### src/vmm_pkg.sv
package vmm_pkg;

   localparam int COORD_W = 16;
   localparam int MAG_W = 16;
   localparam int COUNT_W = 16;
   localparam int RAD_W = 2 * COORD_W;
   localparam int REM_W = MAG_W + 2;
   localparam int STEP_W = $clog2(MAG_W);

   localparam logic [COUNT_W-1:0] COUNT_MAX = '1;

   localparam int ROW_LOG = 5;
   localparam int ROW_W = 1 << ROW_LOG;

   localparam logic CMD_LOAD = 1'b0;
   localparam logic CMD_QUERY = 1'b1;

endpackage

### src/vmm_isqrt.sv
module vmm_isqrt (
   input  logic                        clock,
   input  logic                        reset,
   input  logic                        start,
   input  logic [vmm_pkg::RAD_W-1:0]   radicand,
   output logic                        done,
   output logic [vmm_pkg::MAG_W-1:0]   root
);

   import vmm_pkg::*;

   logic [RAD_W-1:0]  rad_ff;
   logic [REM_W-1:0]  rem_ff;
   logic [MAG_W-1:0]  root_ff;
   logic [STEP_W-1:0] step_ff;
   logic              run_ff;
   logic              done_ff;
   logic [REM_W-1:0]  rem_sh_in;
   logic [REM_W-1:0]  trial_in;

   always_comb begin
      rem_sh_in = {rem_ff[REM_W-3:0], rad_ff[RAD_W-1 -: 2]};
      trial_in = {root_ff, 2'b01};
   end

   always_ff @(posedge clock) begin
      if (reset) begin
         run_ff <= 1'b0;
         done_ff <= 1'b0;
         step_ff <= '0;
      end else begin
         done_ff <= 1'b0;
         if (start) begin
            rad_ff <= radicand;
            rem_ff <= '0;
            root_ff <= '0;
            step_ff <= '0;
            run_ff <= 1'b1;
         end else if (run_ff) begin
            rad_ff <= rad_ff << 2;
            if (rem_sh_in >= trial_in) begin
               rem_ff <= rem_sh_in - trial_in;
               root_ff <= {root_ff[MAG_W-2:0], 1'b1};
            end else begin
               rem_ff <= rem_sh_in;
               root_ff <= {root_ff[MAG_W-2:0], 1'b0};
            end
            step_ff <= step_ff + 1'b1;
            if (step_ff == STEP_W'(MAG_W - 1)) begin
               run_ff <= 1'b0;
               done_ff <= 1'b1;
            end
         end
      end
   end

   assign done = done_ff;
   assign root = root_ff;

endmodule

### config.mk
export PLATFORM = sky130hd
export DESIGN_NAME = vmm_isqrt
export DESIGN_NICKNAME = d
export VERILOG_FILES = /design/src/vmm_pkg.sv /design/src/vmm_isqrt.sv
export SDC_FILE = /design/constraint.sdc
export NUM_CORES = 1
export LEC_CHECK = 0
export BUFFER_PORTS_ARGS = -buffer_cell sky130_fd_sc_hd__buf_2
export CAP_MARGIN = 20
export CORE_UTILIZATION = 55
export CTS_CLUSTER_DIAMETER = 30
export DETAILED_ROUTE_END_ITERATION = 10
export GPL_TIMING_DRIVEN = 0
export PLACE_DENSITY_LB_ADDON = 0.2
export SLEW_MARGIN = 20
export SYNTH_ARGS = -nofsm -noshare
export SYNTH_HDL_FRONTEND = slang
export SYNTH_SLANG_ARGS = --single-unit
### constraint.sdc
create_clock -name clock -period 15 [get_ports clock]
set_input_delay 4.5 -clock clock [delete_from_list [all_inputs] [get_ports clock]]
set_output_delay 4.5 -clock clock [all_outputs]
set_load 0.01 [all_outputs]
* After elaboration in Yosys (flattened, before gate mapping)
Cells that the tools add are included.
** Cells by class
- Add/subtract/negate cells :: 2
- Order comparisons :: 1
- Equal/unequal tests :: 1
- Muxes and demuxes :: 10
- Bitwise gates (word level) :: 2
- Reductions and logical operators :: 4
** Operators with widths (count)
- $mux W32 :: 2
- $mux W16 :: 3
- $ge A18 B18 Y1 :: 1
- $sub A16 B16 Y16 :: 1
- $mux W1 :: 5
- $add A4 B1 Y4 const B :: 1
- $eq A4 B4 Y1 const B :: 1
- $reduce_or A3 Y1 :: 1
- $not A1 Y1 :: 2
- $reduce_and A2 Y1 :: 1
- $reduce_bool A2 Y1 :: 1
- $reduce_or A2 Y1 :: 1
** Storage, ports and cells
- Bits in registers :: 70
- Bits of input ports :: 35
- Output and inout bits :: 17
- Logic and storage cells :: 26

* Longest topological paths before layout
- Depth after elaboration :: 4
- Gate-level depth with buffers :: 9
- Gate-level depth less buffers :: 8

* Least setup slack after synthesis
No wires, ideal clock.
- Path type :: input to register
- Start point :: in start
- End point :: reg rad_ff[0] (enable)
- Library setup time :: 0.509 ns
- Data arrival time :: 8.078 ns
- Required time :: 14.491 ns
- Path slack :: 6.412 ns
- Stages on the path :: 3
- Path buffers :: 1
- Cell sequence :: clkbuf_1 -> inv_1 -> a21oi_1
** On the way
- Word-level cells in the longest chain between the ends :: 2
** RTL lines
- start: declaration :: line vmm_isqrt.sv:4 : input logic start,
- $reduce_bool A2 Y1 (no line)
- $reduce_and A2 Y1 (no line)
- end signal: assignment :: line vmm_isqrt.sv:34 : rad_ff <= radicand;
- end signal: assignment :: line vmm_isqrt.sv:40 : rad_ff <= rad_ff << 2;
- end: declaration :: line vmm_isqrt.sv:12 : logic [RAD_W-1:0] rad_ff;
No other way between the ends.
A chain may end at the register's enable or synchronous reset.

* Final worst setup path
- Start point :: in start
- End point :: reg root_ff[11], in the netlist root[11] (enable)
** On the way
- Word-level cells in the longest chain between the ends :: 2
** RTL lines
- $reduce_bool A2 Y1 (no line)
- $reduce_and A2 Y1 (no line)
- end signal: assignment :: line vmm_isqrt.sv:43 : root_ff <= {root_ff[MAG_W-2:0], 1'b1};
- end signal: assignment :: line vmm_isqrt.sv:46 : root_ff <= {root_ff[MAG_W-2:0], 1'b0};
- end: declaration :: line vmm_isqrt.sv:14 : logic [MAG_W-1:0] root_ff;
No other way between the ends.

==> reports/qor.txt <==
Worst min-delay path class -> reg -> reg
Die area -> 7390 sq um
Hold Buf Count CTS -> 0
Slew HR -> 0.597
Die Y -> 86.0 microns
FF+latch count, synth -> 70
NetSw -> 146 uW
Fin crit period -> 6.19 ns
Via/cell ratio -> 5.72
Clock Skews -> 0.0104 ns
Max-cap viol count -> 0
Cell mode on critical path -> buf_16
Critical Path RT -> 15.07 ns
Critical path buffer and inverter count -> 4
Placer Congestion -> 0.845
Drt pass-1 iters -> 4
First-pass GRT wire length -> 13500 microns
Critical path's largest stage delay -> 0.58 ns
Share of the synthesized area in the top cell type -> 0.496
Critical Path Fanout Max -> 19
Mapped Cells -> 336
Clock transition at path regs -> 0.08 ns
Max Clock Freq -> 162 MHz
Final worst path period share -> 0.413
Resize count post-CTS -> 0
Detailed placement HPWL -> 5810 microns
Htree depth -> 3
Pwr Total -> 519 uW
Syn_area_per_cell -> 11.5 sq um
Clk pwr share -> 0.340
Nets -> 454
Largest net degree at the start of global routing -> 20
Share of post-route cells with drive strength above 1 -> 0.289
Chip Width -> 86.0 microns
Syn Nets -> 390
CTS Buf Count -> 9
Antenna violations before repair -> 0
Total GRT Usage -> 0.243
Starting Density -> 0.571
Synth area leaders -> edfxtp_1, mux2_2, ha_1, dfxtp_1, nor2_1
Area grow syn2layout -> 17.9%
Worst IR Drop VDD -> 0.0925 mV
IO buf count -> 50
First-iteration detailed-routing DRC count -> 179
Sequential fraction of the synthesis area -> 0.527
Cell Area, Placed -> 4340 sq um
Vias in the first global route -> 2835
Core Area -> 6790 sq um
Final core occ -> 0.673
Setup Fix Bufs, Post-CTS -> 0
Count of final setup violators -> 0
Ports -> 52
Cell with the largest stage delay on the worst path -> a21oi_4
Bufs on Longest Clock Path -> 2
Row count -> 30
Flop pwr share -> 0.455
CP Cell Sequence -> clkbuf_1 -> inv_1 -> a21oi_4 -> buf_16 -> buf_16
CTS tree -> yes
Critical path class -> in -> reg
Async set or reset register ratio after synthesis -> 0
Post-synth top flop -> edfxtp_1
Inserted Diodes -> 0
Clk_lat worst skew -> 0.36 ns
YS warnings -> 0
Final wirelength -> 8300 microns
Clock root cell -> clkbuf_8
GRT Residual Overflow -> 0
Worst-margin pin slew -> 0.589 ns
Status -> completed
P_int -> 373 uW
Slew Viols, Final -> 0
Sw Share -> 0.281
Wire per inst -> 16.6 microns
Post-route design area -> 4570 sq um
Fin. Hold Viols -> 0
Leading area contributor after synthesis -> edfxtp_1
RSZ-0062 raised after global routing -> no
Worst setup SP type -> primary input
P per Cell Area -> 113 nW/um^2
Routed Antenna Nets -> 0
Synth unique cells -> 53
Mapped Area -> 3880 sq um
Post-synth top cells -> edfxtp_1, nor2_1, mux2_2
Total Neg Setup Slack -> 0 ns
Leak Pwr -> 1.83 nW
CP top delay family -> buffers and inverters
Comb pwr share -> 0.205
Vias after detailed routing -> 2866
CP Data Arrival Time -> 6.26 ns
Clk sinks -> 70
Post-synth EDFFs -> 64
# DRC -> 0
Count leader, synth -> edfxtp_1
Crit. End Element -> register
[per-layer routing]
layer  track usage  part of all wire  vias to the layer above
li1              -                 -                     1400
met1         0.303              0.43                     1361
met2         0.400              0.49                       90
met3        0.0626             0.057                       15
met4         0.108             0.018                        0
met5             0                 0                        -
[sequential cells by signal, indices dropped and copies added, names as in the netlist]
signal / cells
root: 16
rad_ff: 32
run_ff: 1
step_ff: 4
done: 1
rem_ff: 16
[final cells by class]
class	count	area (sq um)
multi-input cells	228	1700
repair buffers	53	333
inverters	23	86.3
fillers	529	2220
flip-flops and latches	70	2040
clock inverters	7	105
clock buffers	9	124
well taps	96	120
plain buffers	15	63.8
[final timing paths]
check	from	end	slack, ns	cells after the start
setup / recovery	start	root[11]	8.81	5
hold / removal	step_ff[3]	done	0.53	2
setup reg to reg	rad_ff[30]	rem_ff[6]	12.42	9
hold reg to reg	step_ff[3]	done	0.53	2
[logic make-up after synthesis]
family	after synthesis	synth area share
flops	70	0.527
compound gates	78	0.139
xor+xnor	12	0.0271
buf+inv	38	0.0387
fa+ha+maj	19	0.0613
mux	31	0.0897
simple gates	88	0.118
[per-stage QoR]
| step | setup slack [ns] | hold WS [ns] | std cells |
|---|---|---|---|
| after floorplan | 6.41 | 0.463 | 336 |
| after global placement | 4.84 | 0.491 | 482 |
| after detailed placement | 8.40 | 0.495 | 485 |
| after CTS | 8.80 | 0.519 | 501 |
| after global routing | 8.72 | 0.546 | 501 |
| final | 8.81 | 0.526 | 501 |
[power by group through the flow]
stage	clock [mW]	combinational (mW)	sequential [mW]
floorplan	0	0.0748	0.241
global placement	0	0.0981	0.242
detailed placement	0	0.104	0.240
CTS	0.179	0.106	0.236
global route	0.186	0.117	0.237
finish	0.176	0.106	0.236
[worst min-delay path, cell delays in order, from the launching register on]
cell and delay, ns:
dfxtp_1 0.34, nand3_1 0.09, nor3_1 0.05
[cells in the final DEF, fill, tap and decap left out, types with 3 or more instances in the layout]
master    instances
o31ai_1           9
nor2_1           32
mux2_2           30
or2_2             3
o21ai_0           3
xor2_1            7
nand4_1          14
ha_1             19
clkbuf_1          9
a21o_1            5
a21oi_1          22
nor3_1            4
buf_2            56
inv_1            23
dfxtp_1           6
nor4_1            3
nand2_1           9
o21a_1            5
clkbuf_8          9
o21ai_1           6
edfxtp_1         64
nand3_1           4
buf_16            3
o311ai_1          3
xnor2_1           5
or3_1             3
a211oi_1          5
(Power assumes the default switching activity.)
